--- config.mk ---
export PLATFORM = sky130hd
export DESIGN_NAME = mse_ram
export DESIGN_NICKNAME = d
export VERILOG_FILES = /design/src/rtl/mse_ram.sv
export SDC_FILE = /design/constraint.sdc
export NUM_CORES = 2
export LEC_CHECK = 0
export BUFFER_PORTS_ARGS = -buffer_cell sky130_fd_sc_hd__buf_4
export CAP_MARGIN = 40
export CORE_MARGIN = 1
export CORE_UTILIZATION = 40
export CTS_BUF_LIST = sky130_fd_sc_hd__clkbuf_4 sky130_fd_sc_hd__clkbuf_8 sky130_fd_sc_hd__clkbuf_16
export DETAILED_ROUTE_END_ITERATION = 8
export GPL_TIMING_DRIVEN = 1
export PLACE_DENSITY = 0.64
export SETUP_SLACK_MARGIN = 0.02
export SKIP_LAST_GASP = 1
export SLEW_MARGIN = 40
export SYNTH_ARGS = -nofsm -noshare
export SYNTH_HDL_FRONTEND = slang
export SYNTH_SLANG_ARGS = --single-unit
--- constraint.sdc ---
create_clock -name clk_i -period 6.52 [get_ports clk_i]
set_clock_uncertainty 0.2 [all_clocks]
set_input_delay 0.326 -clock clk_i [delete_from_list [all_inputs] [get_ports clk_i]]
set_output_delay 0.326 -clock clk_i [all_outputs]
set_load 0.01 [all_outputs]
--- src/rtl/mse_ram.sv ---
// ----------------------------------------------------------------------------
// mse_ram
// Generic RAM with one write port and two registered read ports.
// ----------------------------------------------------------------------------
module mse_ram #(
  parameter int unsigned WIDTH = 32,
  parameter int unsigned DEPTH = 64
) (
  input  logic                     clk_i,
  input  logic                     we_i,
  input  logic [$clog2(DEPTH)-1:0] waddr_i,
  input  logic [WIDTH-1:0]         wdata_i,
  input  logic [$clog2(DEPTH)-1:0] raddr0_i,
  input  logic [$clog2(DEPTH)-1:0] raddr1_i,
  output logic [WIDTH-1:0]         rdata0_o,
  output logic [WIDTH-1:0]         rdata1_o
);

  logic [WIDTH-1:0] mem_q [DEPTH];

  // Write one entry, read two, registered
  always_ff @(posedge clk_i) begin
    if (we_i) begin
      mem_q[waddr_i] <= wdata_i;
    end
    rdata0_o <= mem_q[raddr0_i];
    rdata1_o <= mem_q[raddr1_i];
  end

endmodule

## Word level (Yosys, flattened, before mapping)

Memories as Yosys holds them, arrays and structs flattened. A register that Yosys moved wholly into a read port is not among the register bits.
Cells that the tools add are included.

- Memories kept: 1
- RAM bits: 2,048
- Register bits: 0
- Output and inout port bits: 64
- Logic and storage cells: 3
- Bits of input ports: 52

Memory list:

| memory | depth | bits a word | rd ports | clocked after Yosys merged registers in | wr ports | line | RTL |
|---|---|---|---|---|---|---|---|
| mem_q | 64 | 32 | 2 | 2 | 1 | 19 | `logic [WIDTH-1:0] mem_q [DEPTH];` |

- Multiplexer cells: 2

Operators by type and width:

| operator | number |
|---|---|
| two-way mux 1 bit | 2 |

## Longest topological paths before layout

- Depth after elaboration: 2
- Gate-level depth with buffers: 10
- Mapped depth without buffers: 5

## Least setup slack after synthesis

OpenSTA, ideal clock, no wires.

- Path kind: input port to flip-flop
- Start: in waddr_i[3]
- End: mem mem_q[48][0] (enable)
- Path buffers: 1
- Setup slack: 2,803 ps
- Library setup time: 461 ps
- Arrival: 3,056 ps
- Required time: 5,859 ps
- Cell stages on the path: 4
- Path through: clkbuf_1 > nor2b_1 > nand4b_1 > nor3_1

RTL lines:

| what | line | RTL |
|---|---|---|
| from (decl) | 11 | `input logic [$clog2(DEPTH)-1:0] waddr_i,` |
| to (decl) | 19 |  |

No word-level cell before the write port.

==> flow_metrics.py <==
metrics = {
    "outcome": {
        "outcome": "finished, violations left",
        "violations": "design-rule violations",
    },
    "pwr": {
        "leakagePower_nw": 34.10,
        "switching_power_mw": 6.820,
        "switching_share_pct": 22.57,
        "clockPowerShare_pct": 41.7,
        "p_seq_share_pct": 50.1,
        "power_density_nw_per_um2": 277.0,
        "combPwrFrac_pct": 8.2,
        "intPower_mw": 23.40,
        "vdd_drop_max_mv": 0.2269,
    },
    "yosys": {
        "syn_inst": 4412,
        "yosys_warnings": 0,
        "yosysUniqueCellTypes": 38,
        "yosys.area.top_type": "edfxtp_1",
        "avgSynthCellArea_um2": 21.68,
        "synth_simple_gate_area_share_pct": 1.133,
        "syn_nets": 4464,
        "seq_area_frac_synth_pct": 65.63,
        "syn_area_um2": 95660,
        "synthAdderAreaFrac_pct": 0,
        "synth_top_area_share_pct": 64.29,
        "synth_mux_area_share_pct": 29.02,
        "synth-xor-area-share_pct": 0,
        "synth.area.top_cells": "edfxtp_1 (64%), mux4_2 (26%), mux2i_1 (2.1%), dfxtp_1 (1.3%), a22oi_1 (0.67%)",
        "synth_compound_area_share_pct": 2.392,
        "yosys_register_bits": 2112,
        "synth_top_family_by_area": "multiplexers",
    },
    "clock_tree": {
        "clkSinkCount": 2112,
        "cts_buffer_depth": 3,
        "ctsHtreeMaxLevel": 4,
        "cts_root_buf": "clkbuf_16",
        "cts_buffers": 208,
        "cts_tree": "built",
        "post_cts_buffers": 0,
        "clk_latency_ns": 0.88,
        "path_clk_slew_ns": 0.06,
    },
    "sta": {
        "fmax_mhz": 299.1,
        "rsz0062_at_grt": "false",
        "tns_ns": 0,
        "min_period_ns": 3.344,
        "post-route-period-util_pct": 51.29,
        "finalHoldViolCount": 0,
        "worstMarginPinSlew_ns": 0.9312,
        "setup_ws_ns": 3.176,
        "relSlewSlack_pct": 37.64,
        "setup-violations-final": 0,
        "drv_slew": 0,
    },
    "cells_and_area": {
        "final_nets": 4662,
        "syn_to_final_growth_pct": 14.04,
        "layout_commonest_cell": "edfxtp_1",
        "drive_gt1_share_pct": 40.19,
        "final_cell_mix": "edfxtp_1 (2048), mux4_2 (1124), clkbuf_16 (212)",
    },
    "hold_path": {
        "hold_path.class": "in2reg",
    },
    "placement": {
        "dp_hpwl_um": 172200,
        "dpl_worst_slack_ns": 2.591,
        "gp_congestion": 0.8304,
        "io_buffer_count": 115,
    },
    "job": {
        "cap_violations": 0,
    },
    "worst_setup_path": {
        "critical_path_peak_fanout": 43,
        "crit_required_ns": 7.02,
        "crit_arrival_ns": 3.84,
        "path_class": "in2reg",
        "worst_setup_path_start_kind": "primary input",
        "crit_path_end_kind": "flip-flop",
    },
    "floorplan": {
        "dieHeight_um": 491.0,
        "design.core.area_um2": 237900,
        "dieArea_um2": 241100,
        "die_w_um": 491.0,
        "io_pins": 116,
        "start_util_pct": 40.22,
        "rows": 179,
    },
    "routing": {
        "routedWlPerCell_um": 37.28,
        "drt_pass1_iterations": 9,
        "finalWirelength_um": 297000,
        "drc": 36,
        "vias_per_cell": 6.494,
        "drtAntennaViolNets": 0,
        "vias": 51740,
        "dr.first_iter.drc_count": 6660,
    },
    "global_route": {
        "grt_max_degree": 115,
        "grt_usage_pct": 24.52,
        "grt_pass1_wl_um": 413100,
        "overflow": 0,
        "grt_antenna_before_repair": 18,
        "grt_pass1_vias": 52760,
    },
}
repair_timing:
| action | 4_1_cts | 5_1_grt |
|---|---|---|
| hold buffers | 40 | 0 |
| hold endpoints to repair | 2095 | 0 |
| resized for setup | 0 | 0 |
logic make-up (layout without fill, tap and decap cells):
kind of cell | count (synthesis) | in the layout
DFF | 2112 | 2112
muxes | 1364 | 1364
buffers and inverters | 348 | 731
AOI/OAI and AO/OA | 340 | 340
and+or+nand+nor | 248 | 248
other | 0 | 5
routing by layer:
layer / up-vias / GRT usage [%] / share of wire (%)
li1: 19920 / - / -
met1: 28180 / 32.49 / 37
met2: 3106 / 39.67 / 48
met3: 528 / 5.704 / 10
met4: 8 / 8.770 / 3.7
met5: - / 0 / 0.019
path summary, 6_finish.rpt:
path | startpoint | endpoint | slack (ns) | cells past startpoint
setup / recovery | raddr1_i[3] | rdata1_o[31] | 3.18 | 7
hold / removal | waddr_i[0] | mem_q[55][10] | 0.07 | 3
setup reg to reg | mem_q[39][28] | rdata0_o[28] | 3.94 | 5
hold reg to reg | mem_q[44][13] | rdata0_o[13] | 0.71 | 4
power by group through the flow:
stage | sequential [mW] | combinational [mW] | clock, mW
CTS | 15.1 | 2.47 | 12.7
global route | 15.1 | 2.59 | 13.2
global placement | 15.4 | 2.41 | 0
finish | 15.1 | 2.48 | 12.6
detailed placement | 15.4 | 2.44 | 0
floorplan | 15.4 | 1.44 | 0
synth_stat cells:
library cell,count
nand2b_1,8
o22ai_1,56
o221ai_1,16
mux2_2,36
o32a_1,9
a22oi_1,85
o21ai_0,18
or3_1,2
nor2b_1,19
nor2_1,94
nor3_1,3
mux4_2,1124
nand4_1,2
and2_1,6
edfxtp_1,2048
clkbuf_1,135
nand4b_1,1
o211a_1,1
nand2_1,93
o211ai_1,27
or2_2,3
o41ai_1,1
a21boi_1,1
or3b_2,2
nand3b_1,6
dfxtp_1,64
nand3_1,9
a211oi_1,15
a32oi_1,9
buf_1,25
buf_4,55
mux2i_1,204
inv_2,1
a21oi_1,58
o21ai_1,31
buf_2,121
buf_6,11
a221oi_1,13
critical path, stage by stage:
cell           delay [ns]
dlygate4sd3_1        0.53
buf_4                0.49
buf_4                0.73
buf_4                0.55
mux4_2               0.43
o22ai_1              0.49
a21oi_1              0.20
registers in the layout, indices dropped and copies added, names as in the netlist:
name,flops
rdata0_o,32
rdata1_o,32
mem_q,2048
stage by stage:
| stage | hold WS [ns] | util (%) | power, mW | area [um2] | std cells |
|---|---|---|---|---|---|
| after floorplan | 0.2249 | - | 16.83 | 95660 | 4412 |
| after global placement | 0.5045 | 42.33 | 17.83 | 100700 | 7490 |
| after detailed placement | 0.5039 | 42.62 | 17.86 | 101400 | 7521 |
| after CTS | 0.02948 | 45.81 | 30.32 | 109000 | 7956 |
| after global routing | 0.06861 | 45.86 | 30.93 | 109100 | 7963 |
| final | 0.07366 | 45.87 | 30.22 | 109100 | 7967 |
cell type report:
| class | count | area, um2 |
|---|---|---|
| clock inverter | 115 | 1275 |
| tap | 3167 | 3963 |
| multi-input combinational | 1952 | 31740 |
| inverter | 1 | 3.754 |
| sequential | 2112 | 62780 |
| timing repair buffer | 335 | 3417 |
| fill | 19580 | 128800 |
| antenna | 5 | 12.51 |
| clock buffer | 280 | 5903 |
(Power assumes the default switching activity.)
