[config.mk]
export PLATFORM = sky130hd
export DESIGN_NAME = mse_merger
export DESIGN_NICKNAME = d
export VERILOG_FILES = /design/src/rtl/mse_pkg.sv /design/src/rtl/mse_merger.sv
export SDC_FILE = /design/constraint.sdc
export NUM_CORES = 1
export LEC_CHECK = 0
export BUFFER_PORTS_ARGS = -buffer_cell sky130_fd_sc_hd__clkbuf_2
export CAP_MARGIN = 20
export CELL_PAD_IN_SITES_DETAIL_PLACEMENT = 1
export CELL_PAD_IN_SITES_GLOBAL_PLACEMENT = 1
export CORE_UTILIZATION = 38
export DETAILED_ROUTE_END_ITERATION = 10
export GPL_ROUTABILITY_DRIVEN = 1
export PLACE_DENSITY_LB_ADDON = 0.1
export REMOVE_ABC_BUFFERS = 1
export SYNTH_ARGS = -nofsm -noshare
export SYNTH_HDL_FRONTEND = slang
export SYNTH_SLANG_ARGS = --single-unit
export TNS_END_PERCENT = 1
[constraint.sdc]
create_clock -name clk_i -period 6.83 [get_ports clk_i]
set_input_delay 1.0245 -clock clk_i [delete_from_list [all_inputs] [get_ports clk_i]]
set_output_delay 1.0245 -clock clk_i [all_outputs]
set_load 0.005 [all_outputs]
[src/rtl/mse_pkg.sv]
// ----------------------------------------------------------------------------
// mse_pkg
// Shared constants and types of the merge sort engine.
// ----------------------------------------------------------------------------
package mse_pkg;

  // Default batch capacity.
  localparam int unsigned MAX_ITEMS_DEF = 64;

  // Width of one element.
  localparam int unsigned DATA_W = 32;

  // Status from the merge sequencer to the top level.
  typedef struct packed {
    logic done;   // sort finished, result sits in the store named by src_b
    logic wr_en;  // write the merged element into the destination store
    logic src_b;  // current source is the scratch store
  } merge_stat_t;

endpackage

[src/rtl/mse_merger.sv]
// ----------------------------------------------------------------------------
// mse_merger
// Bottom-up merge sequencer: walks passes and runs, drives the two read
// addresses, and picks one element per step with the shared comparator.
// ----------------------------------------------------------------------------
module mse_merger #(
  parameter int unsigned MAX_ITEMS = mse_pkg::MAX_ITEMS_DEF
) (
  input  logic                                clk_i,
  input  logic                                rst_ni,
  input  logic                                start_i,
  input  logic [$clog2(MAX_ITEMS+1)-1:0]      count_i,
  input  logic signed [mse_pkg::DATA_W-1:0]   rdata_a_i,
  input  logic signed [mse_pkg::DATA_W-1:0]   rdata_b_i,
  output logic [$clog2(MAX_ITEMS)-1:0]        rd_addr_a_o,
  output logic [$clog2(MAX_ITEMS)-1:0]        rd_addr_b_o,
  output logic [$clog2(MAX_ITEMS)-1:0]        wr_addr_o,
  output logic signed [mse_pkg::DATA_W-1:0]   wr_data_o,
  output mse_pkg::merge_stat_t                stat_o
);

  import mse_pkg::*;

  localparam int unsigned CNT_W  = $clog2(MAX_ITEMS + 1);
  localparam int unsigned ADDR_W = $clog2(MAX_ITEMS);
  localparam int unsigned RUN_W  = CNT_W + 2;

  typedef enum logic [1:0] {
    M_IDLE,
    M_READ,
    M_MERGE
  } mstate_e;

  mstate_e           state_q;
  logic [CNT_W-1:0]  n_q;
  logic [RUN_W-1:0]  w_q;
  logic [RUN_W-1:0]  lo_q;
  logic [CNT_W-1:0]  mid_q;
  logic [CNT_W-1:0]  hi_q;
  logic [CNT_W-1:0]  a_q;
  logic [CNT_W-1:0]  b_q;
  logic [CNT_W-1:0]  k_q;
  logic              src_b_q;
  logic              done_q;

  logic              take_a;
  logic [CNT_W-1:0]  k_inc;
  logic              run_end;
  logic [RUN_W-1:0]  nlo;
  logic [RUN_W-1:0]  nw;
  logic              pass_end;
  logic              done_all;
  logic [CNT_W-1:0]  n_sel;
  logic [RUN_W-1:0]  n_ext;
  logic [RUN_W-1:0]  set_lo;
  logic [RUN_W-1:0]  set_w;
  logic [RUN_W-1:0]  mid_raw;
  logic [RUN_W-1:0]  hi_raw;
  logic [CNT_W-1:0]  set_mid;
  logic [CNT_W-1:0]  set_hi;

  // Compare the two run heads; ties go to the left run
  always_comb begin
    take_a    = (a_q < mid_q) && ((b_q >= hi_q) || (rdata_a_i <= rdata_b_i));
    wr_data_o = take_a ? rdata_a_i : rdata_b_i;
    k_inc     = k_q + CNT_W'(1);
    run_end   = (k_inc == hi_q);
    nlo       = lo_q + (w_q << 1);
    nw        = w_q << 1;
    pass_end  = (nlo >= RUN_W'(n_q));
    done_all  = pass_end && (nw >= RUN_W'(n_q));
  end

  // Bounds of the next run, clamped to the batch size
  always_comb begin
    if (state_q == M_IDLE) begin
      n_sel  = count_i;
      set_lo = '0;
      set_w  = RUN_W'(1);
    end else begin
      n_sel  = n_q;
      set_lo = pass_end ? '0 : nlo;
      set_w  = pass_end ? nw : w_q;
    end
    n_ext   = RUN_W'(n_sel);
    mid_raw = set_lo + set_w;
    hi_raw  = set_lo + (set_w << 1);
    set_mid = (mid_raw > n_ext) ? n_sel : mid_raw[CNT_W-1:0];
    set_hi  = (hi_raw > n_ext) ? n_sel : hi_raw[CNT_W-1:0];
  end

  assign rd_addr_a_o  = a_q[ADDR_W-1:0];
  assign rd_addr_b_o  = b_q[ADDR_W-1:0];
  assign wr_addr_o    = k_q[ADDR_W-1:0];
  assign stat_o.done  = done_q;
  assign stat_o.wr_en = (state_q == M_MERGE);
  assign stat_o.src_b = src_b_q;

  // Sequence passes and runs; each element is read in M_READ and written in M_MERGE
  always_ff @(posedge clk_i or negedge rst_ni) begin
    if (!rst_ni) begin
      state_q <= M_IDLE;
      n_q     <= '0;
      w_q     <= '0;
      lo_q    <= '0;
      mid_q   <= '0;
      hi_q    <= '0;
      a_q     <= '0;
      b_q     <= '0;
      k_q     <= '0;
      src_b_q <= 1'b0;
      done_q  <= 1'b0;
    end else begin
      done_q <= 1'b0;
      case (state_q)
        M_IDLE: begin
          if (start_i) begin
            n_q     <= count_i;
            src_b_q <= 1'b0;
            w_q     <= set_w;
            lo_q    <= set_lo;
            mid_q   <= set_mid;
            hi_q    <= set_hi;
            a_q     <= '0;
            b_q     <= set_mid;
            k_q     <= '0;
            if (count_i > CNT_W'(1)) begin
              state_q <= M_READ;
            end else begin
              done_q <= 1'b1;
            end
          end
        end
        M_READ: begin
          state_q <= M_MERGE;
        end
        M_MERGE: begin
          state_q <= M_READ;
          if (take_a) begin
            a_q <= a_q + CNT_W'(1);
          end else begin
            b_q <= b_q + CNT_W'(1);
          end
          k_q <= k_inc;
          if (run_end) begin
            if (pass_end) begin
              src_b_q <= ~src_b_q;
            end
            if (done_all) begin
              state_q <= M_IDLE;
              done_q  <= 1'b1;
            end else begin
              lo_q  <= set_lo;
              w_q   <= set_w;
              mid_q <= set_mid;
              hi_q  <= set_hi;
              a_q   <= set_lo[CNT_W-1:0];
              b_q   <= set_mid;
              k_q   <= set_lo[CNT_W-1:0];
            end
          end
        end
        default: begin
          state_q <= M_IDLE;
        end
      endcase
    end
  end

  // Merge step always writes inside the current run
  a_k_in_run: assert property (@(posedge clk_i) disable iff (!rst_ni)
    (state_q == M_MERGE) |-> (k_q < hi_q) && (a_q <= mid_q) && (b_q <= hi_q))
    else $error("merge pointers left the current run");

  // Output index is always the run start plus the two consumed counts
  a_k_sum: assert property (@(posedge clk_i) disable iff (!rst_ni)
    (state_q != M_IDLE) |->
      (RUN_W'(k_q) + RUN_W'(mid_q) == RUN_W'(a_q) + RUN_W'(b_q)))
    else $error("merge output index out of step with run heads");

  // A run width never reaches the batch size while merging
  a_w_lt_n: assert property (@(posedge clk_i) disable iff (!rst_ni)
    (state_q != M_IDLE) |-> (w_q < RUN_W'(n_q)))
    else $error("merge pass width not below batch size");

endmodule

# Word-level counts from Yosys, hierarchy flattened
# Index checks and enable logic that the tools add are counted.
# Widths: inputs -> output; s select.
word_totals:
  input_bits: 74
  regBits: 64
  elab_cells: 94
  output_inout_bits: 53
classes:
  muxes: 50
  n_eq_ne: 8
  reduce_logical: 10
  addsub: 6
  bitwise: 1
  magnitude_cmp: 8
op_table:
  columns: ["op", "n"]
  rows:
  - ["$mux 7", 18]
  - ["$mux 9", 10]
  - ["$pmux 7 s2", 5]
  - ["$pmux 9 s2", 2]
  - ["$le 32x32->1", 1]
  - ["$mux 32", 1]
  - ["$add 9x9->9", 3]
  - ["$add 7x1->7 const B", 3]
  - ["$ge 9x7->1", 2]
  - ["$gt 9x7->1", 2]
  - ["$mux 1", 9]
  - ["$reduce_and 4->1", 2]
  - ["$eq 7x7->1", 1]
  - ["$ge 7x7->1", 1]
  - ["$gt 7x1->1 const B", 1]
  - ["$lt 7x7->1", 1]
  - ["$ne 2x1->1 const B", 3]
  - ["$pmux 2 s3", 1]
  - ["$reduce_and 2->1", 3]
  - ["$mux 2", 2]
  - ["$ne 2x2->1 const B", 2]
  - ["$pmux 1 s2", 2]
  - ["$eq 2x1->1 const B", 1]
  - ["$eq 2x2->1 const B", 1]
  - ["other kinds (5)", 6]

# Longest topological paths before layout
# Gate-level depths: netlist (run 1).
logic_depth:
  word_depth: 10
  mapped_depth: 34
  depth_no_buf: 30

# Worst setup path after synthesis (run 1)
# OpenSTA, ideal clock, no wires.
synth_timing:
  kind: "reg-to-reg"
  start: "register w_q[1]"
  end: "register b_q[3]"
  setup_slack_ps: -126
  required_ps: 6704
  period_less_slack_ps: 6956
  n_path_buf: 5
  arrival_time_ps: 6830
  stages_incl_launch_ff: 32
  path_cell_list: "dfrtp_1 clkbuf_1 inv_1 fa_1 nand2b_1 nand2b_1 nand2_1 a21boi_1 ha_1 nand2_1 o21ai_0 a21oi_1 and4_1 buf_4 clkbuf_1 buf_1 mux2i_1 nor2_1 ha_1 o21a_1 o2bb2ai_1 o22ai_1 a311o_1 o21a_1 ha_1 nand4_1 o22a_1 a311oi_1 o21a_1 buf_6 mux2_4 a221o_1"
synth_between:
  elab_chain_len: 10
synth_lines:
  columns: ["item", "line_no", "source"]
  rows:
  - ["start: declaration", "mse_merger.sv:36", "logic [RUN_W-1:0] w_q;"]
  - ["start signal: assignment", "mse_merger.sv:120", "w_q <= set_w;"]
  - ["start signal: assignment", "mse_merger.sv:154", "w_q <= set_w;"]
  - ["$add 9x9->9", "mse_merger.sv:68", "nlo = lo_q + (w_q << 1);"]
  - ["$ge 9x7->1", "mse_merger.sv:70", "pass_end = (nlo >= RUN_W'(n_q));"]
  - ["$mux 9 *", "mse_merger.sv:83", "set_w = pass_end ? nw : w_q;"]
  - ["$mux 9 *", "mse_merger.sv:76", "if (state_q == M_IDLE) begin"]
  - ["via set_w[2]", "mse_merger.sv:56", "logic [RUN_W-1:0] set_w;"]
  - ["$add 9x9->9 *", "mse_merger.sv:86", "mid_raw = set_lo + set_w;"]
  - ["$gt 9x7->1", "mse_merger.sv:88", "set_mid = (mid_raw > n_ext) ? n_sel : mid_raw[CNT_W-1:0];"]
  - ["$mux 7 *", "mse_merger.sv:88", null]
  - ["$mux 7", "mse_merger.sv:149", "if (done_all) begin"]
  - ["$mux 7", "mse_merger.sv:145", "if (run_end) begin"]
  - ["$pmux 7 s2 *", "mse_merger.sv:115", "case (state_q)"]
  - ["end signal: assignment", "mse_merger.sv:125", "b_q <= set_mid;"]
  - ["end signal: assignment", "mse_merger.sv:142", "b_q <= b_q + CNT_W'(1);"]
  - ["end signal: assignment", "mse_merger.sv:158", "b_q <= set_mid;"]
  - ["end: declaration", "mse_merger.sv:41", "logic [CNT_W-1:0] b_q;"]
# The timed path passes the listed nets; every way through them passes the cells marked *. The select of a mux whose other input is x is not followed.
# A chain may end at the register's enable or synchronous reset.

# Final worst setup path (run 1)
layout_timing:
  start: "register w_q[0]"
  end: "register b_q[3]"
# Same word-level chain as after synthesis.

==> results of run 1 <==
through the flow:
| step | cells | total power, mW | instance area, um2 | setup TNS (ns) |
|---|---|---|---|---|
| final | 1181 | 3.32 | 7830 | 0 |
| after global routing | 1181 | 3.59 | 7830 | 0 |
| after CTS | 1181 | 3.34 | 7820 | 0 |
| after detailed placement | 1165 | 2.81 | 7500 | 0 |
| after global placement | 1165 | 2.72 | 7500 | 0 |
| after floorplan | 795 | 1.92 | 6430 | -6.64 |
routing by layer:
layer | vias up | part of all wire, %
met4 | 0 | 1.5
li1 | 3216 | -
met3 | 25 | 4.0
met2 | 116 | 51
met1 | 3247 | 44
met5 | - | 0
cells in the final DEF, fill, tap and decap left out, drive strengths merged, types with 17 or more instances in the layout:
| cell | count |
|---|---|
| nand2 | 125 |
| nand3 | 22 |
| o21ai | 88 |
| ha | 95 |
| buf | 20 |
| inv | 75 |
| nor2 | 42 |
| mux2i | 19 |
| clkbuf | 134 |
| xnor2 | 17 |
| dfrtp | 64 |
| a21o | 25 |
| a21oi | 38 |
repair_timing:
item | in CTS | in global routing
hold endpoints to repair | 0 | 0
setup endpoints to repair | 0 | 18
resized for setup | 0 | 6
worst reg2reg max path: cells and delay by family, from the launching register on:
kind / cells / cell delay, ns
mux: 1 / 0.31
buf+inv: 2 / 0.24
xor+xnor: 1 / 0.19
simple gates: 7 / 0.92
flops: 1 / 0.45
compound gates: 13 / 2.31
fa+ha+maj: 6 / 1.86
kinds of logic (layout without fill, tap and decap cells):
group | after synthesis | count (layout)
other | 1 | 2
AO/OA/AOI/OAI | 247 | 247
flip-flops | 64 | 64
multiplexers | 30 | 30
AND/OR/NAND/NOR | 256 | 256
XOR/XNOR | 25 | 25
adder cells (fa/ha/maj) | 97 | 97
buffers and inverters | 130 | 235
flip-flops by register name (all words and copies together), names as in the netlist:
name     flops
done_q       1
lo_q         9
a_q          7
b_q          7
w_q          9
src_b_q      1
hi_q         7
n_q          7
mid_q        7
k_q          7
state_q      2
report_power, final:
group	switching (mW)	total, mW	internal, mW
registers	0.104	0.587	0.483
clock network	0.188	0.507	0.319
logic	1.36	2.23	0.864
final cells by class:
class / instances / area, um2 / share of cell area [%]
well taps: 225 / 282 / 3.59
clock buffers: 9 / 225 / 2.87
inverters: 74 / 278 / 3.55
multi-input cells: 657 / 4580 / 58.5
flip-flops and latches: 64 / 1600 / 20.5
repair buffers: 145 / 773 / 9.87
clock inverters: 7 / 93.8 / 1.20
how the worst max path moves through the flow:
| stage | endpoint | slack, ns | cells past startpoint |
|---|---|---|---|
| final | b_q[3] | 0.42 | 30 |
| after global routing | b_q[3] | 0.03 | 30 |
| after CTS | b_q[3] | 0.24 | 30 |
| after detailed placement | b_q[3] | 0.26 | 30 |
| after global placement | b_q[3] | 0.48 | 30 |
| after floorplan | wr_data_o[0] | -0.37 | 11 |
==> out/metrics.json, run 1 <==
{
  "grt_first_pass_wirelength_um": 35200,
  "layout_stage_area_growth_over_the_synthesis_result_pct": 16.5,
  "hold_slack_ns": 0.484,
  "finalCriticalPeriod_ns": 6.41,
  "via_count_normalized_by_instance_count": 5.59,
  "design.die.area_um2": 18200,
  "rsz0062_at_grt": "false",
  "antenna_fix_cells": 0,
  "crit_path_top_delay_cell": "sky130_fd_sc_hd__dfrtp_2",
  "p_leak_nw": 4.08,
  "synthXorXnorAreaFrac_pct": 3.26,
  "routed-via-count": 6604,
  "cpMostUsedCell": "sky130_fd_sc_hd__o21a_1",
  "max-slew-margin-rel_pct": 36.2,
  "ios": 127,
  "global_route.usage.met1_pct": 30.4,
  "synth_cell_types": 71,
  "critical_path.startpoint": "w_q[0]",
  "clk_root_buffer_cell": "sky130_fd_sc_hd__clkbuf_16",
  "postSynthRegisterBits": 64,
  "worst_clock_skew_ns": 0.0101,
  "synthesis.yosys.warnings": 0,
  "yosysMostFrequentCell": "sky130_fd_sc_hd__nand2_1",
  "gr-max-usage-layer": "met2",
  "syn-instance-count": 850,
  "grtUsageTotal_pct": 24.9,
  "synth_edf_count": 0,
  "cts_hold_buffers": 0,
  "grt_util_met2_pct": 45.0,
  "critical_path.max_fanout": 8,
  "portBuffers": 126,
  "achievable-frequency_mhz": 156,
  "fillerInstances": 2158,
  "synth_simple_gate_area_share_pct": 17.5,
  "cts_inserted_buffers": 9,
  "critPathMaxStageDelay_ns": 0.45,
  "synth_top_family_by_area": "compound AO/OA/AOI/OAI gates",
  "gr-total-overflow": 0,
  "endpoint_kind": "register",
  "ctsHtreeMaxLevel": 3,
  "finalSetupViolCount": 0,
  "finalMaxSlewViolations": 0,
  "async_set_reset_flop_share_out_of_synthesis_pct": 100,
  "place.detailed.hpwl_um": 17800,
  "use_met3_pct": 4.39,
  "setup_bufs_post_cts": 0,
  "tritoncts_clock_tree": "yes",
  "floorplan.core_area_um2": 17300,
  "final_core_util_pct": 45.3,
  "whs_endpoint": "mid_q[5]",
  "cts_sinks": 64,
  "critPathArrivalTime_ns": 6.63,
  "max_cap_violations": 0,
  "worstHoldPathType": "register to register",
  "ratio_of_cells_with_drive_above_1_in_the_final_layout_pct": 20.1,
  "critical_setup_path_class": "register to register",
  "syn-cell-area_um2": 6720,
  "grt_antenna_before_repair": 0,
  "wirelength_um": 22100,
  "rr_endpoint": "b_q[3]",
  "grt_pass1_vias": 6863,
  "status": "completed",
  "yosysSeqAreaShare_pct": 23.8,
  "count_of_cells_along_the_worst_register_to_register_path": 30,
  "worst_slack_at_placement_ns": 0.261,
  "detail_route.iter0.violations": 331,
  "nNetsFinal": 1121,
  "synth_area_in_compound_gates_pct": 24.0,
  "dieWidth_um": 135,
  "worstSkewPairLatency_ns": 0.35,
  "share_of_synthesized_area_spent_on_multiplexers_pct": 4.73,
  "start_util_pct": 38.9,
  "worst_hold_startpoint": "mid_q[5]",
  "synth_top_cells_by_count": "sky130_fd_sc_hd__nand2_1, sky130_fd_sc_hd__ha_1, sky130_fd_sc_hd__o21ai_0",
  "synth-adder-area-share_pct": 18.1,
  "critical_path.top_delay_family": "compound AO/OA/AOI/OAI gates",
  "clock_slew_at_the_register_clock_pins_of_the_worst_setup_and_hold_paths_ns": 0.06,
  "synth.largest_area_cell": "sky130_fd_sc_hd__dfrtp_1",
  "drt_first_pass_iters": 4,
  "rows": 48,
  "worst_ep_required_ns": 7.05,
  "yosys.area.top_type_share_pct": 23.8,
  "hold_viol": 0,
  "drtAntennaViolNets": 0,
  "power.ir.vdd_worst_mv": 0.251,
  "period_share_pct": 93.8,
  "cellPowerDensity_nw_per_um2": 424,
  "min_path_cells": 1,
  "reg2reg_slack_ns": 0.42,
  "ys_dominant_reg_cell": "sky130_fd_sc_hd__dfrtp_1",
  "critical_path_buf_inv_count": 2,
  "die_height_um": 135,
  "reg2reg_from": "w_q[0]",
  "synth_area_per_cell_um2": 7.91,
  "timing.critical_path.from_type": "register",
  "timing.final.ws_setup_ns": 0.421,
  "routabilityCongestion": 0.863,
  "pin_count_of_the_biggest_net_entering_global_routing": 83,
  "synth_area_leaders": "sky130_fd_sc_hd__dfrtp_1, sky130_fd_sc_hd__ha_1, sky130_fd_sc_hd__nand2_1, sky130_fd_sc_hd__o21ai_0, sky130_fd_sc_hd__inv_1",
  "tightestPinTransition_ns": 0.957,
  "post-route-drc-count": 0,
  "clk_path_buf_depth": 2,
  "wl_per_cell_um": 18.7
}
(Power assumes the default switching activity.)
==> run 2, diff against run 1 <==
- PLACE_DENSITY: unset -> 0.82
- PLACE_DENSITY_LB_ADDON: 0.1 -> unset
==> run 2 against run 1 <==
- global-route usage barely moved
- clock skew about the same
- count of clock-buffer cells in the layout up 1
- sequential cell count did not move
- critical path type unchanged
- largest cell class unchanged
- highest routed layer unchanged
==> out/metrics.json, run 2 (same netlist as run 1, synthesis figures left out) <==
{
  "detail_route.iter0.violations": 304,
  "status": "completed",
  "start_util_pct": 38.9,
  "cts_hold_buffers": 0,
  "worstHoldPathType": "register to register",
  "use_met3_pct": 5.33,
  "drtAntennaViolNets": 0,
  "via_count_normalized_by_instance_count": 5.67,
  "ctsHtreeMaxLevel": 3,
  "drt_first_pass_iters": 4,
  "floorplan.core_area_um2": 17300,
  "gr-max-usage-layer": "met2",
  "timing.critical_path.from_type": "register",
  "setup_bufs_post_cts": 0,
  "routabilityCongestion": 0.901,
  "wl_per_cell_um": 18.5,
  "clk_root_buffer_cell": "sky130_fd_sc_hd__clkbuf_16",
  "die_height_um": 135,
  "power.sequential.fraction_pct": 17.6,
  "top_regs": "lo_q x9, w_q x9",
  "endpoint_kind": "register",
  "dieWidth_um": 135,
  "grt_antenna_before_repair": 0,
  "max_cap_violations": 0,
  "hold_viol": 0,
  "grt_pass1_vias": 6846,
  "pin_count_of_the_biggest_net_entering_global_routing": 65,
  "timing.final.ws_setup_ns": 0.328,
  "critical_setup_path_class": "register to register",
  "p_leak_nw": 4.09,
  "achievable-frequency_mhz": 154,
  "worst_ep_required_ns": 7.07,
  "power.ir.vdd_worst_mv": 0.253,
  "clock_slew_at_the_register_clock_pins_of_the_worst_setup_and_hold_paths_ns": 0.06,
  "wirelength_um": 21900,
  "routed-via-count": 6719,
  "tritoncts_clock_tree": "yes",
  "detailed_place.area_um2": 7520,
  "power.share.switching_pct": 50.2,
  "worstSkewPairLatency_ns": 0.35,
  "finalCriticalPeriod_ns": 6.50,
  "portBuffers": 126,
  "antenna_fix_cells": 0,
  "final_core_util_pct": 45.4,
  "grt_util_met2_pct": 42.0,
  "nNetsFinal": 1124,
  "finalSetupViolCount": 0,
  "critPathArrivalTime_ns": 6.74,
  "finalMaxSlewViolations": 0,
  "rows": 48,
  "grt_first_pass_wirelength_um": 35600,
  "cts_sinks": 64,
  "clock_power_share_pct": 14.6,
  "layout_commonest_cell": "sky130_fd_sc_hd__clkbuf_2",
  "global_route.usage.met1_pct": 31.8,
  "gr-total-overflow": 0,
  "tightestPinTransition_ns": 0.890,
  "worst_slack_at_placement_ns": 0.236,
  "ratio_of_cells_with_drive_above_1_in_the_final_layout_pct": 20.4,
  "clk_path_buf_depth": 2,
  "post_cts_sizing_count": 0,
  "finished_cell_area_um2": 7850,
  "layout_stage_area_growth_over_the_synthesis_result_pct": 16.8,
  "internal_power_mw": 1.66,
  "cts_inserted_buffers": 9,
  "place.detailed.hpwl_um": 17100,
  "hold_slack_ns": 0.476,
  "cellPowerDensity_nw_per_um2": 424,
  "critical_path.max_fanout": 8,
  "grtUsageTotal_pct": 25.0,
  "layout.cells.most_common_list": "sky130_fd_sc_hd__clkbuf_2, sky130_fd_sc_hd__nand2_1, sky130_fd_sc_hd__ha_1",
  "design.die.area_um2": 18200,
  "worst_clock_skew_ns": 0.00969,
  "post-route-drc-count": 0,
  "max-slew-margin-rel_pct": 40.6,
  "switching_power_mw": 1.67,
  "power.combinational.fraction_pct": 67.8,
  "ios": 127,
  "period_share_pct": 95.2
}
## run 2: power groups by stage
stage | clock network [mW] | registers (mW) | logic (mW)
after global routing | 0.508 | 0.600 | 2.50
after detailed placement | 0 | 0.590 | 2.21
after global placement | 0 | 0.585 | 2.12
after floorplan | 0 | 0.559 | 1.37
final | 0.485 | 0.587 | 2.25
after CTS | 0.493 | 0.584 | 2.24
## run 2: critical path, stage by stage (launching register included)
cell	delay [ns]
sky130_fd_sc_hd__dfrtp_2	0.46
sky130_fd_sc_hd__ha_1	0.21
sky130_fd_sc_hd__inv_1	0.06
sky130_fd_sc_hd__fa_1	0.38
sky130_fd_sc_hd__nand2b_1	0.19
sky130_fd_sc_hd__a21o_1	0.19
sky130_fd_sc_hd__a21boi_1	0.15
sky130_fd_sc_hd__ha_1	0.27
sky130_fd_sc_hd__nand2_1	0.08
sky130_fd_sc_hd__o21ai_0	0.09
sky130_fd_sc_hd__a21oi_2	0.20
sky130_fd_sc_hd__and4_1	0.29
sky130_fd_sc_hd__buf_4	0.18
sky130_fd_sc_hd__mux2i_1	0.08
sky130_fd_sc_hd__nor2_1	0.27
sky130_fd_sc_hd__ha_2	0.38
sky130_fd_sc_hd__o21a_1	0.18
sky130_fd_sc_hd__o2bb2ai_1	0.21
sky130_fd_sc_hd__o22ai_1	0.17
sky130_fd_sc_hd__a311o_1	0.41
sky130_fd_sc_hd__o21a_1	0.12
sky130_fd_sc_hd__ha_1	0.30
sky130_fd_sc_hd__nand4_1	0.10
sky130_fd_sc_hd__o22a_1	0.22
sky130_fd_sc_hd__a311oi_1	0.31
sky130_fd_sc_hd__o21a_1	0.22
sky130_fd_sc_hd__mux2_4	0.31
sky130_fd_sc_hd__a221o_1	0.35
## run 2: layer usage
layer	up-vias	share of wire, %
met5	-	0
met4	0	2.6
met3	38	5.4
met2	185	48
met1	3281	44
li1	3215	-
## run 2: stage by stage
stage	total power [mW]	TNS, ns	cells
2_1_floorplan	1.92	-6.64	795
5_1_grt	3.61	-0.0373	1184
4_1_cts	3.32	0	1184
3_5_place_dp	2.80	0	1168
6_report	3.33	0	1184
3_3_place_gp	2.71	0	1168
## run 2: final timing paths
kind | start | to | slack [ns] | cells after the start
worst max-delay path | w_q[0] | b_q[3] | 0.33 | 27
worst min-delay path | mid_q[4] | mid_q[4] | 0.48 | 1
worst max register to register | w_q[0] | b_q[3] | 0.33 | 27
worst min register to register | mid_q[4] | mid_q[4] | 0.48 | 1
max in group asynchronous | rst_ni | w_q[0] | 5.35 | 2
min in group asynchronous | rst_ni | lo_q[8] | 0.83 | 2
## run 2: cell type report
cell class                      count  area, um2
Multi-Input combinational cell    657       4580
Fill cell                        2166       9450
Inverter                           74        278
Clock buffer                       10        239
Clock inverter                      6       68.8
Tap cell                          225        282
Sequential cell                    64       1600
Timing Repair Buffer              148        796
==> run 3, diff against run 2 <==
- clock period: 6.83 -> 5.38 ns (I/O delays scaled with it)
==> run 3 against run 2 <==
- the flow now finishes with violations (setup timing)
- worst setup slack got worse by 1.2 ns
- non-clock buffer count rose by 103
- cell count rose by 8.6%
- critical path type unchanged
- critical endpoint unchanged
- largest cell class unchanged
- highest routed layer unchanged
==> out/metrics.json, run 3 (same netlist as run 1, synthesis figures left out) <==
{
  "finalMaxSlewViolations": 0,
  "critical_path.max_fanout": 4,
  "grt_antenna_before_repair": 0,
  "pin_count_of_the_biggest_net_entering_global_routing": 65,
  "rsz0062_at_grt": "true",
  "timing.final.ws_setup_ns": -0.846,
  "ratio_of_cells_with_drive_above_1_in_the_final_layout_pct": 32.2,
  "via_count_normalized_by_instance_count": 5.84,
  "worst_ep_required_ns": 5.61,
  "worstHoldPathType": "register to register",
  "cts_sinks": 64,
  "wl_per_cell_um": 21.4,
  "grt_pass1_vias": 7930,
  "layout_commonest_cell": "sky130_fd_sc_hd__clkbuf_2",
  "place.detailed.hpwl_um": 18400,
  "wirelength_um": 27600,
  "worst_hold_startpoint": "lo_q[4]",
  "finished_cell_area_um2": 8990,
  "clk_root_buffer_cell": "sky130_fd_sc_hd__clkbuf_16",
  "period_share_pct": 116,
  "critPathArrivalTime_ns": 6.46,
  "antenna_fix_cells": 0,
  "routed-via-count": 7511,
  "tightestPinTransition_ns": 0.997,
  "max_cap_violations": 0,
  "gr-total-overflow": 0,
  "post-route-drc-count": 0,
  "achievable-frequency_mhz": 161,
  "final_cell_count_no_fill": 1286,
  "top_regs": "lo_q x9, w_q x9",
  "grtUsageTotal_pct": 30.0,
  "endpoint_kind": "register",
  "portBuffers": 126,
  "reg2reg_slack_ns": -0.85,
  "critical_setup_path_class": "register to register",
  "post-layout-total-power_mw": 5.11,
  "rr_endpoint": "b_q[3]",
  "floorplan.core_area_um2": 17300,
  "whs_endpoint": "lo_q[4]",
  "cts_hold_buffers": 0,
  "status": "finished with violations",
  "finalSetupViolCount": 21,
  "detail_route.iter0.violations": 530,
  "worst_slack_at_placement_ns": -0.829,
  "ios": 127,
  "start_util_pct": 38.9,
  "routabilityCongestion": 0.876,
  "fillerInstances": 2134,
  "detailed_place.area_um2": 8160,
  "cellPowerDensity_nw_per_um2": 568,
  "reg2reg_from": "w_q[0]",
  "p_leak_nw": 4.70,
  "rows": 48,
  "power.ir.vdd_worst_mv": 0.311,
  "count_of_cells_along_the_worst_register_to_register_path": 28,
  "drt_first_pass_iters": 5,
  "cts_inserted_buffers": 9,
  "clock_slew_at_the_register_clock_pins_of_the_worst_setup_and_hold_paths_ns": 0.06,
  "violations": "setup timing",
  "crit_path_top_delay_cell": "sky130_fd_sc_hd__a311o_1",
  "min_path_cells": 2,
  "cpMostUsedCell": "sky130_fd_sc_hd__ha_1",
  "critPathMaxStageDelay_ns": 0.42,
  "setup_total_negative_slack_ns": -15.27,
  "ctsHtreeMaxLevel": 3,
  "clk_path_buf_depth": 2,
  "design.die.area_um2": 18200,
  "place_inst": 1251,
  "drtAntennaViolNets": 0,
  "timing.critical_path.from_type": "register",
  "hold_slack_ns": 0.486,
  "dieWidth_um": 135,
  "nNetsFinal": 1227,
  "tritoncts_clock_tree": "yes",
  "hold_viol": 0,
  "layout.cells.most_common_list": "sky130_fd_sc_hd__clkbuf_2, sky130_fd_sc_hd__nand2_1, sky130_fd_sc_hd__buf_4",
  "grt_first_pass_wirelength_um": 41900,
  "final_core_util_pct": 52.0,
  "finalCriticalPeriod_ns": 6.23,
  "worstSkewPairLatency_ns": 0.35,
  "layout_stage_area_growth_over_the_synthesis_result_pct": 33.8,
  "worst_clock_skew_ns": 0.00801,
  "max-slew-margin-rel_pct": 33.5,
  "die_height_um": 135
}
==> run 3: cell types whose count changed in the layout (fill, tap and decap cells not counted), sizes merged <==
cell | previous run | this run
clkinv | 4 | 3
clkbuf | 135 | 134
clkinvlp | 1 | 0
buf | 23 | 126
bufinv | 1 | 3
==> run 3: how the worst max path moves through the flow <==
stage	from	endpoint	slack [ns]	cells past startpoint
2_1_floorplan	rdata_b_i[17]	wr_data_o[0]	-1.39	11
3_3_place_gp	w_q[0]	b_q[3]	-0.47	29
3_5_place_dp	w_q[0]	b_q[3]	-0.83	28
4_1_cts	lo_q[1]	b_q[3]	-0.49	26
5_1_grt	lo_q[1]	b_q[3]	-1.0	29
6_report	w_q[0]	b_q[3]	-0.85	28
==> run 3: where the power goes <==
part | switching (mW) | total (mW) | internal, mW
clock network | 0.243 | 0.692 | 0.449
logic | 2.15 | 3.66 | 1.51
registers | 0.139 | 0.752 | 0.612
==> run 3: worst max-delay path, delay by kind of cell, from the launching register on <==
family          cells  cell delay [ns]
buf+inv             3             0.44
compound gates     13             2.84
simple gates        6             0.77
mux                 1             0.33
flops               1             0.35
fa+ha+maj           5             1.37
==> run 3: metal layers <==
| metal | vias up | part of all wire, % | routed length (um) | GRT usage (%) |
|---|---|---|---|---|
| li1 | 3416 | - | - | - |
| met1 | 3684 | 40 | 10900 | 34.1 |
| met2 | 312 | 49 | 13600 | 52.9 |
| met3 | 99 | 6.2 | 1710 | 5.29 |
| met4 | 0 | 4.8 | 1310 | 16.7 |
| met5 | - | 0 | 0 | 0 |
==> run 3: layout make-up <==
type / instances / area, um2 / area share, %
Inverter: 74 / 278 / 3.09
Multi-Input combinational cell: 657 / 4910 / 54.6
Timing Repair Buffer: 251 / 1590 / 17.7
Clock inverter: 6 / 109 / 1.21
Tap cell: 225 / 282 / 3.13
Clock buffer: 9 / 225 / 2.50
Sequential cell: 64 / 1600 / 17.8
==> run 3: what timing repair did <==
action / in CTS / in global routing
buffers inserted: 15 / 4
gates cloned: 1 / 0
endpoints found under the hold margin: 0 / 0
resized for setup: 49 / 24
pin swaps: 29 / 14
setup endpoints to repair: 21 / 21
